**config.mk**
```make
export PLATFORM = sky130hd
export DESIGN_NAME = rgb_to_yuv420_converter_top
export DESIGN_NICKNAME = d
export VERILOG_FILES = /design/src/sv/r2y_pkg.sv /design/src/sv/rgb_to_yuv420_converter_top.sv /design/src/sv/r2y_pos_tracker.sv /design/src/sv/r2y_color_mix.sv
export VERILOG_INCLUDE_DIRS = /design/src /design/src/sv
export SDC_FILE = /design/constraint.sdc
export NUM_CORES = 1
export LEC_CHECK = 0
export CORE_MARGIN = 4
export CORE_UTILIZATION = 24
export DETAILED_ROUTE_END_ITERATION = 12
export DONT_BUFFER_PORTS = 1
export PLACE_DENSITY = 0.49
export SETUP_SLACK_MARGIN = 0.02
export SLEW_MARGIN = 30
export SYNTH_ARGS = -nofsm -noshare
export SYNTH_HDL_FRONTEND = slang
export SYNTH_SLANG_ARGS = --single-unit
```
**constraint.sdc**
```tcl
create_clock -name clk -period 22.5 [get_ports clk]
set_input_delay 1.125 -clock clk [delete_from_list [all_inputs] [get_ports clk]]
set_output_delay 1.125 -clock clk [all_outputs]
set_load 0.1 [all_outputs]
```
**src/sv/rgb_to_yuv420_converter_top_macros.svh**
```systemverilog
// Assertion macros shared by the RGB to YUV 4:2:0 converter RTL.
// Needs a clk and an active-low rst_n in the scope of each use.
`ifndef RGB_TO_YUV420_CONVERTER_TOP_MACROS_SVH
`define RGB_TO_YUV420_CONVERTER_TOP_MACROS_SVH

// Checked only while out of reset.
`define R2Y_ASSERT(lbl, prop, msg) \
  lbl: assert property (@(posedge clk) disable iff (!rst_n) prop) else $error(msg);

// Checked at every edge, reset included.
`define R2Y_ASSERT_ALWAYS(lbl, prop, msg) \
  lbl: assert property (@(posedge clk) prop) else $error(msg);

`endif

```
**src/sv/r2y_pkg.sv**
```systemverilog
// Shared types and constants of the RGB to YUV 4:2:0 converter.
// No dependencies.
package r2y_pkg;

  localparam int CFG_W     = 13;
  localparam int CFG_IDX_W = 2;

  localparam logic [CFG_IDX_W-1:0] REG_WIDTH  = 2'd0;
  localparam logic [CFG_IDX_W-1:0] REG_HEIGHT = 2'd1;

  localparam logic [CFG_W-1:0] WIDTH_RESET  = 13'd1920;
  localparam logic [CFG_W-1:0] HEIGHT_RESET = 13'd1080;

  // Coefficients, signed with 16 fraction bits.
  localparam logic signed [17:0] Y_R = 18'sd13933;
  localparam logic signed [17:0] Y_G = 18'sd46871;
  localparam logic signed [17:0] Y_B = 18'sd4732;
  localparam logic signed [17:0] U_R = -18'sd7510;
  localparam logic signed [17:0] U_G = -18'sd25258;
  localparam logic signed [17:0] U_B = 18'sd32768;
  localparam logic signed [17:0] V_R = 18'sd32768;
  localparam logic signed [17:0] V_G = -18'sd29766;
  localparam logic signed [17:0] V_B = -18'sd3002;

  localparam logic [7:0] LUMA_OFFSET   = 8'd0;
  localparam logic [7:0] CHROMA_OFFSET = 8'd128;

  typedef struct packed {
    logic [7:0] red;
    logic [7:0] green;
    logic [7:0] blue;
  } pix_t;

  typedef struct packed {
    logic [7:0] luma;
    logic [7:0] chroma_u;
    logic [7:0] chroma_v;
    logic       chroma_valid;
    logic       frame_end;
  } yuv_t;

  typedef struct packed {
    logic chroma_valid;
    logic frame_end;
  } pos_flags_t;

endpackage

```
**src/sv/rgb_to_yuv420_converter_top.sv**
```systemverilog
// Top level of the RGB to YUV 4:2:0 converter: input register, color mix, result register.
// Depends on r2y_pkg, r2y_pos_tracker, r2y_color_mix and the assertion macro header.
//
// Usage:
//   Input channel in_valid/in_stall/in_data carries one RGB pixel per item in raster
//   order. Output channel out_valid/out_stall/out_data gives one item per pixel: luma,
//   chroma U/V (zero unless chroma_valid), chroma_valid on even column and even row,
//   and frame_end on the last pixel of the frame.
//   cfg_we/cfg_index/cfg_wdata write image_width (index 0) and image_height (index 1);
//   write only while the block holds no items. Dimensions clamp to 2..MAX_DIM.
//   An accepted item is held in the input register and then in the result register.
//   Throughput: one item per cycle while out_stall is low, set by the input register
//   feeding the combinational color matrix into the result register.
//   Reset (rst_n low, synchronous): pipeline emptied, counters to frame start,
//   width 1920, height 1080.
//   Output stall: the result register holds; the input register still takes one more
//   item, after which in_stall follows out_stall.
`include "rgb_to_yuv420_converter_top_macros.svh"

module rgb_to_yuv420_converter_top #(
  parameter int MAX_DIM = 4096
) (
  input  logic                          clk,
  input  logic                          rst_n,
  input  logic                          in_valid,
  output logic                          in_stall,
  input  r2y_pkg::pix_t                 in_data,
  output logic                          out_valid,
  input  logic                          out_stall,
  output r2y_pkg::yuv_t                 out_data,
  input  logic                          cfg_we,
  input  logic [r2y_pkg::CFG_IDX_W-1:0] cfg_index,
  input  logic [r2y_pkg::CFG_W-1:0]     cfg_wdata
);
  import r2y_pkg::*;

  logic       s1_valid_r, s1_valid_nxt;
  pix_t       s1_pix_r;
  pos_flags_t s1_flags_r, pos_flags;
  logic       out_valid_r, out_valid_nxt;
  yuv_t       out_data_r, mix_yuv;
  logic       advance, in_accept;

  assign advance   = !out_valid_r || !out_stall;
  assign in_stall  = s1_valid_r && !advance;
  assign in_accept = in_valid && !in_stall;

  r2y_pos_tracker #(
    .MAX_DIM (MAX_DIM)
  ) u_pos (
    .clk       (clk),
    .rst_n     (rst_n),
    .cfg_we    (cfg_we),
    .cfg_index (cfg_index),
    .cfg_wdata (cfg_wdata),
    .advance   (in_accept),
    .flags     (pos_flags)
  );

  r2y_color_mix u_mix (
    .pix   (s1_pix_r),
    .flags (s1_flags_r),
    .yuv   (mix_yuv)
  );

  always_comb begin
    s1_valid_nxt  = s1_valid_r;
    out_valid_nxt = out_valid_r;
    if (advance) begin
      out_valid_nxt = s1_valid_r;
      s1_valid_nxt  = in_accept;
    end else if (in_accept) begin
      s1_valid_nxt = 1'b1;
    end
  end

  always_ff @(posedge clk) begin
    if (!rst_n) begin
      s1_valid_r  <= 1'b0;
      out_valid_r <= 1'b0;
    end else begin
      s1_valid_r  <= s1_valid_nxt;
      out_valid_r <= out_valid_nxt;
    end
  end

  always_ff @(posedge clk) begin
    if (in_accept) begin
      s1_pix_r   <= in_data;
      s1_flags_r <= pos_flags;
    end
    if (advance && s1_valid_r) begin
      out_data_r <= mix_yuv;
    end
  end

  assign out_valid = out_valid_r;
  assign out_data  = out_data_r;

  `R2Y_ASSERT(a_stall_only_when_full, in_stall |-> s1_valid_r, "input stalled with empty stage")
  `R2Y_ASSERT(a_item_moves_on, (s1_valid_r && advance) |=> out_valid_r, "item lost")
  `R2Y_ASSERT(a_chroma_zero, (out_valid_r && !out_data_r.chroma_valid) |-> (out_data_r.chroma_u == 8'd0 && out_data_r.chroma_v == 8'd0), "chroma not zeroed")
  `R2Y_ASSERT_ALWAYS(a_reset_empty, !rst_n |=> (!out_valid_r && !s1_valid_r), "pipeline not empty after reset")

endmodule

```
**src/sv/r2y_pos_tracker.sv**
```systemverilog
// Frame position tracker: dimension registers, column and row counters.
// Depends on r2y_pkg.
module r2y_pos_tracker #(
  parameter int MAX_DIM = 4096
) (
  input  logic                         clk,
  input  logic                         rst_n,
  input  logic                         cfg_we,
  input  logic [r2y_pkg::CFG_IDX_W-1:0] cfg_index,
  input  logic [r2y_pkg::CFG_W-1:0]    cfg_wdata,
  input  logic                         advance,
  output r2y_pkg::pos_flags_t          flags
);
  import r2y_pkg::*;

  localparam int DIM_W = $clog2(MAX_DIM + 1);
  localparam int CNT_W = (MAX_DIM > 2) ? $clog2(MAX_DIM) : 1;
  localparam int CMP_W = (CFG_W > DIM_W) ? CFG_W : DIM_W;

  logic [CFG_W-1:0] width_r, height_r;
  logic [CNT_W-1:0] col_r, col_nxt, row_r, row_nxt;
  logic [DIM_W-1:0] w_dim, h_dim, col_ext, row_ext;
  logic             last_col, last_row;

  function automatic logic [DIM_W-1:0] clamp_dim(input logic [CFG_W-1:0] v);
    logic [CMP_W-1:0] e;
    logic [CMP_W-1:0] res;
    e = CMP_W'(v);
    if (e < CMP_W'(2))            res = CMP_W'(2);
    else if (e > CMP_W'(MAX_DIM)) res = CMP_W'(MAX_DIM);
    else                          res = e;
    return DIM_W'(res);
  endfunction

  always_ff @(posedge clk) begin
    if (!rst_n) begin
      width_r  <= WIDTH_RESET;
      height_r <= HEIGHT_RESET;
    end else if (cfg_we) begin
      unique case (cfg_index)
        REG_WIDTH:  width_r  <= cfg_wdata;
        REG_HEIGHT: height_r <= cfg_wdata;
        default: ;
      endcase
    end
  end

  assign w_dim    = clamp_dim(width_r);
  assign h_dim    = clamp_dim(height_r);
  assign col_ext  = DIM_W'(col_r);
  assign row_ext  = DIM_W'(row_r);
  assign last_col = col_ext >= (w_dim - DIM_W'(1));
  assign last_row = row_ext >= (h_dim - DIM_W'(1));

  assign flags.chroma_valid = !col_r[0] && !row_r[0];
  assign flags.frame_end    = last_col && last_row;

  always_comb begin
    col_nxt = col_r;
    row_nxt = row_r;
    if (advance) begin
      if (last_col) begin
        col_nxt = '0;
        row_nxt = last_row ? '0 : row_r + CNT_W'(1);
      end else begin
        col_nxt = col_r + CNT_W'(1);
      end
    end
  end

  always_ff @(posedge clk) begin
    if (!rst_n) begin
      col_r <= '0;
      row_r <= '0;
    end else begin
      col_r <= col_nxt;
      row_r <= row_nxt;
    end
  end

endmodule

```
**src/sv/r2y_color_mix.sv**
```systemverilog
// Fixed-point color matrix: RGB to Y, U, V with floor and saturation.
// Depends on r2y_pkg.
module r2y_color_mix (
  input  r2y_pkg::pix_t       pix,
  input  r2y_pkg::pos_flags_t flags,
  output r2y_pkg::yuv_t       yuv
);
  import r2y_pkg::*;

  function automatic logic [7:0] mix8(
    input logic signed [17:0] cr,
    input logic signed [17:0] cg,
    input logic signed [17:0] cb,
    input logic [7:0]         off,
    input logic [7:0]         r,
    input logic [7:0]         g,
    input logic [7:0]         b
  );
    logic signed [31:0] rw, gw, bw, ow, s;
    logic [7:0]         res;
    rw = signed'({24'd0, r});
    gw = signed'({24'd0, g});
    bw = signed'({24'd0, b});
    ow = signed'({8'd0, off, 16'd0});
    s  = cr * rw + cg * gw + cb * bw + ow;
    if (s < 0)                    res = 8'd0;
    else if (s[31:16] > 16'd255)  res = 8'd255;
    else                          res = s[23:16];
    return res;
  endfunction

  logic [7:0] u_full, v_full;

  assign u_full = mix8(U_R, U_G, U_B, CHROMA_OFFSET, pix.red, pix.green, pix.blue);
  assign v_full = mix8(V_R, V_G, V_B, CHROMA_OFFSET, pix.red, pix.green, pix.blue);

  assign yuv.luma         = mix8(Y_R, Y_G, Y_B, LUMA_OFFSET, pix.red, pix.green, pix.blue);
  assign yuv.chroma_u     = flags.chroma_valid ? u_full : 8'd0;
  assign yuv.chroma_v     = flags.chroma_valid ? v_full : 8'd0;
  assign yuv.chroma_valid = flags.chroma_valid;
  assign yuv.frame_end    = flags.frame_end;

endmodule
```
==> flow_metrics.py, run 1 <==
metrics = {
    "finish": {
        "area_delta_synth_final_pct": 8.25,
        "final_nets": 3145,
        "final_common_cell": "inv_1",
        "drive_above_1_share": 0.0204,
        "layout_common_cells": "inv_1, ha_1, fa_1, nand2_1, a21oi_1",
    },
    "grt": {
        "grt_pass1_wl_mm": 90.4,
        "grt_max_degree": 36,
        "grt_pass1_vias": 16100,
        "antenna_found_initial": 6,
        "grt_usage": 0.122,
        "grt-ovfl-total": 0,
    },
    "timing": {
        "period_share": 0.362,
        "worstMarginPinSlew_ns": 1.02,
        "rsz0062_at_grt": "no",
        "period_needed_ns": 8.15,
        "skew_ns": 0.0133,
        "maxSlewHeadroom": 0.319,
        "final-setup-viol-count": 0,
        "fmax_mhz": 123,
        "finalHoldViolations": 0,
        "slew_viol_final": 0,
        "finalSetupTns_ns": 0,
    },
    "placed_design": {
        "gp_congestion": 0.859,
        "portBuffers": 0,
        "dpl.hpwl_mm": 48.7,
    },
    "floorplan": {
        "die-area_um2": 95400,
        "core-area_um2": 89900,
        "rows": 110,
        "start_util": 0.242,
        "ios": 72,
        "die_y_um": 309,
        "die_w_um": 309,
    },
    "drt": {
        "vias": 15700,
        "vias_per_cell": 4.38,
        "wl_mm": 56.3,
        "antenna_left": 0,
        "first_pass_iters": 5,
        "drt_iter0_drc": 614,
        "post_drt_wl_per_cell_um": 15.7,
        "drcViolationCount": 0,
    },
    "cts": {
        "cts_tree": "built",
        "root_buffer": "clkbuf_16",
        "clock_sinks": 104,
        "clockBufferDepth": 2,
        "clkSlewWorstSetupHoldPaths_ns": 0.10,
        "cts_hold_buf": 0,
        "postCtsSetupRepairBufs": 0,
        "clk-insertion-delay-late_ns": 0.40,
        "cts_resized": 0,
        "h-tree-depth": 3,
        "cts_buffers": 9,
    },
    "logic_synthesis": {
        "synthArstFlopShare": 0,
        "yosysUniqueCellTypes": 64,
        "synth.avg_cell_area_um2": 9.05,
        "synth_nets": 3147,
        "synth_ff_type": "edfxtp_1",
        "synth_edf_count": 52,
        "yosysSeqAreaShare": 0.120,
        "ys_ff_latch": 104,
        "ys_warn_count": 0,
        "synth_cells": 2402,
        "netlist_area_um2": 21700,
    },
    "worst_setup_path": {
        "arrival_ns": 8.27,
        "cp_slowest_cell": "edfxtp_1",
        "critPathKind": "reg2reg",
        "r2r_setup_slack_ns": 14.35,
        "max_stage_delay_ns": 0.69,
        "critical_path_required_ns": 22.62,
        "cp_max_fo": 10,
        "cp-end-kind": "flop",
        "start_kind": "flop",
    },
    "job": {
        "maxCapViolCount": 0,
    },
    "worst_hold_path": {
        "hold_path.class": "reg2reg",
    },
    "run_status": {
        "status": "finished, final reports clean",
    },
}
[sequential cells by signal (all words and copies together), names as in the netlist]
register / flops
out_data: 26
out_valid: 1
s1_flags_r: 2
s1_pix_r: 24
s1_valid_r: 1
u_pos.col_r: 12
u_pos.height_r: 13
u_pos.row_r: 12
u_pos.width_r: 13
[worst max-delay path: cells and delay by family, from the launching register on]
family                   cells  cell delay, ns
AND/OR/NAND/NOR              3            0.55
flip-flops                   1            0.69
XOR/XNOR                     1            0.20
AO/OA/AOI/OAI               13            2.75
buffers and inverters        3            0.51
adder cells (fa/ha/maj)      7            3.18
[final cells by class]
cell class | instances | area (um2)
antenna | 3 | 7.51
clock buffer | 9 | 225
clock inverter | 7 | 96.3
fill | 9654 | 66400
inverter | 537 | 2020
multi-input combinational | 1743 | 17100
sequential | 104 | 2600
tap | 1176 | 1470
timing repair buffer | 5 | 37.5
[through the flow]
step                area (um2)  setup WS, ns  hold slack (ns)  cells   util
global route             23500         13.64            0.479   3581  0.262
CTS                      23500         14.36            0.462   3581  0.262
finish                   23500         14.35            0.460   3584  0.262
floorplan                21700         15.27            0.400   2402      -
detailed placement       23200         14.44            0.405   3565  0.258
global placement         23200         14.50            0.421   3565  0.258
[synthesized netlist by cell type (all sizes together) (4+ instances only)]
master	number	area [um2]
and3	20	125
a21boi	25	188
a21o	48	360
a21oi	123	616
fa	242	4840
o21ai	62	310
dfxtp	52	1040
o22ai	8	50.1
nor3	41	205
inv	537	2020
and4	4	35.0
nor2b	17	106
a211oi	20	150
clkbuf	16	60.1
o31ai	15	126
nand3b	4	30.0
a211o	13	114
or2	9	56.3
nand2	135	507
and2	9	56.3
o2111ai	5	43.8
nand2b	24	150
nor2	90	338
nand4	12	75.1
mux2i	4	40.0
o21bai	15	113
a31o	4	35.0
o21a	32	240
nand3	52	260
a2111oi	4	35.0
xnor2	90	788
a31oi	9	56.3
o211ai	8	60.1
xor2	73	639
edfxtp	52	1560
ha	459	5740
or3	24	165
or4	9	71.3
[per-layer routing]
metal / track usage / wire length (um) / vias up
li1: - / - / 7970
met1: 0.167 / 27200 / 7472
met2: 0.205 / 26200 / 205
met3: 0.0205 / 2060 / 41
met4: 0.0231 / 797 / 4
met5: 0 / 25 / -
[logic make-up after synthesis]
family / after synthesis / share of synthesized area
AND/OR/NAND/NOR: 458 / 0.103
multiplexers: 5 / 0.00236
XOR/XNOR: 163 / 0.0657
adder cells (fa/ha/maj): 701 / 0.487
flip-flops: 104 / 0.120
AO/OA/AOI/OAI: 416 / 0.125
buffers and inverters: 555 / 0.0961
[final timing paths]
kind	startpoint	end	cells after the start
setup / recovery	s1_pix_r[11]	out_data[8]	27
hold reg to reg	s1_flags_r[0]	out_data[0]	0
hold / removal	s1_flags_r[0]	out_data[0]	0
setup reg to reg	s1_pix_r[11]	out_data[8]	27
Power of run 1 is not shown: default switching activity piles up to over one toggle a cycle in this logic, so the estimate is an artifact.
==> run 2, diff against run 1 <==
==> constraint.sdc (replaced) <==
create_clock -name clk -period 8.4 [get_ports clk]
set_input_delay 0.42 -clock clk [delete_from_list [all_inputs] [get_ports clk]]
set_output_delay 0.42 -clock clk [all_outputs]
set_load 0.1 [all_outputs]
==> run 2 against run 1 <==
  * Via count is 0.80% higher
  * Clock-buffer cell count unchanged
  * Non-clock buffer count rose by 24
  * Clock skew grew 0.014 ns
  * Critical path depth grew 1
  * Routed wire length rose by 1.2%
  * Worst hold slack lost 0.37 ns
  * Sequential share of layout area decreased by 0.078 points
  * Fmax up 4.2%
  * Register-to-register slack worse by 14 ns
  * Cell count up 0.70%
  * Flip-flop and latch count did not move
  * Critical endpoint is now out_data[4]
==> flow_metrics.py, run 2 (synthesized netlist as in run 1, its figures left out) <==
metrics = {
    "cts": {
        "clkSlewWorstSetupHoldPaths_ns": 0.09,
        "clk-insertion-delay-late_ns": 0.41,
        "root_buffer": "clkbuf_16",
        "cts_hold_buf": 0,
        "clockBufferDepth": 2,
        "h-tree-depth": 3,
        "cts_tree": "built",
        "cts_buffers": 9,
        "clock_sinks": 104,
    },
    "drt": {
        "drt_iter0_drc": 694,
        "first_pass_iters": 6,
        "drcViolationCount": 0,
        "vias": 15800,
        "antenna_left": 0,
        "wl_mm": 57.0,
        "post_drt_wl_per_cell_um": 15.8,
        "vias_per_cell": 4.38,
    },
    "floorplan": {
        "rows": 110,
        "die-area_um2": 95400,
        "die_w_um": 309,
        "die_y_um": 309,
        "ios": 72,
        "core-area_um2": 89900,
        "start_util": 0.242,
    },
    "timing": {
        "rsz0062_at_grt": "yes",
        "final-setup-viol-count": 0,
        "holdWs_ns": 0.0872,
        "finalSetupTns_ns": 0,
        "fmax_mhz": 128,
        "finalHoldViolations": 0,
        "slew_viol_final": 0,
        "skew_ns": 0.0272,
        "maxSlewHeadroom": 0.322,
        "period_share": 0.931,
        "worstMarginPinSlew_ns": 1.02,
        "period_needed_ns": 7.82,
    },
    "finish": {
        "largest_reg_flops": 26,
        "final_common_cell": "inv_1",
        "area_delta_synth_final_pct": 9.02,
        "final-instance-count-excl-fill": 3609,
        "drive_above_1_share": 0.0296,
        "layout_common_cells": "inv_1, ha_1, fa_1, nand2_1, a21oi_1",
        "final_cell_area_um2": 23700,
        "final_nets": 3169,
    },
    "placed_design": {
        "dpl_cell_area_um2": 23300,
        "portBuffers": 0,
        "dpl.hpwl_mm": 49.8,
        "gp_congestion": 0.871,
        "dp_cells": 3582,
    },
    "grt": {
        "grt_pass1_vias": 16300,
        "grt_usage": 0.123,
        "antenna_found_initial": 6,
        "grt-ovfl-total": 0,
        "grt_pass1_wl_mm": 91.0,
        "grt_max_degree": 36,
    },
    "job": {
        "maxCapViolCount": 0,
    },
    "run_status": {
        "status": "finished, final reports clean",
    },
    "worst_setup_path": {
        "rr_endpoint": "out_data[4]",
        "critical_path_required_ns": 8.53,
        "critPathKind": "reg2reg",
        "r2r_cells": 28,
        "cp_max_fo": 8,
        "reg2reg_from": "s1_pix_r[11]",
        "cp_slowest_cell": "fa_1",
        "start_kind": "flop",
        "cp-end-kind": "flop",
        "r2r_setup_slack_ns": 0.58,
        "max_stage_delay_ns": 0.58,
        "arrival_ns": 7.94,
    },
    "worst_hold_path": {
        "min_from": "rst_n",
        "hold_path.class": "in2reg",
        "whs_endpoint": "u_pos.height_r[5]",
        "hold_depth": 1,
    },
}
## run 2: changes by cell type in the layout (fill, tap and decap cells not counted), sizes merged
cell	change
buf	+24
inv	-3
clkinv	+2
clkinvlp	+1
diode	+1
## run 2: metrics by stage
stage,setup slack (ns),utilization
after floorplan,1.17,-
after global placement,0.709,0.259
after detailed placement,0.569,0.259
after CTS,0.527,0.263
after global routing,0.0188,0.263
final,0.582,0.264
## run 2: cell type report
class / count / area [um2]
Antenna cell: 4 / 10.0
Clock inverter: 7 / 85.1
Clock buffer: 9 / 225
Timing Repair Buffer: 29 / 218
Multi-Input combinational cell: 1743 / 17100
Inverter: 537 / 2020
Tap cell: 1176 / 1470
Fill cell: 9680 / 66200
Sequential cell: 104 / 2600
## run 2: routing by layer
layer | share of wire | vias to the layer above | track usage
li1 | - | 8018 | -
met1 | 0.47 | 7523 | 0.164
met2 | 0.47 | 222 | 0.208
met3 | 0.041 | 49 | 0.0227
met4 | 0.019 | 6 | 0.0270
met5 | 0.00082 | - | 0
## run 2: worst max-delay path by stage
stage          slack [ns]  cells past startpoint    startpoint            to
6_report             0.58                     28  s1_pix_r[11]   out_data[4]
2_1_floorplan        1.17                     27  s1_pix_r[11]   out_data[2]
5_1_grt              0.02                     24   s1_pix_r[9]  out_data[12]
3_5_place_dp         0.57                     26  s1_pix_r[10]  out_data[12]
4_1_cts              0.53                     26  s1_pix_r[10]  out_data[12]
3_3_place_gp         0.71                     24  s1_pix_r[10]  out_data[10]
## run 2: critical path: cells and delay by family (launching register included)
family / cells / cell delay [ns]
flip-flops: 1 / 0.50
AND/OR/NAND/NOR: 3 / 0.55
AO/OA/AOI/OAI: 13 / 2.77
adder cells (fa/ha/maj): 7 / 2.92
XOR/XNOR: 1 / 0.23
buffers and inverters: 4 / 0.57
## run 2: timing repair
action	CTS	global route
resized for setup	0	1
setup endpoints to repair	0	16
setup buffers	0	7
hold endpoints to repair	0	0
Power of run 2 is left out for the same reason.
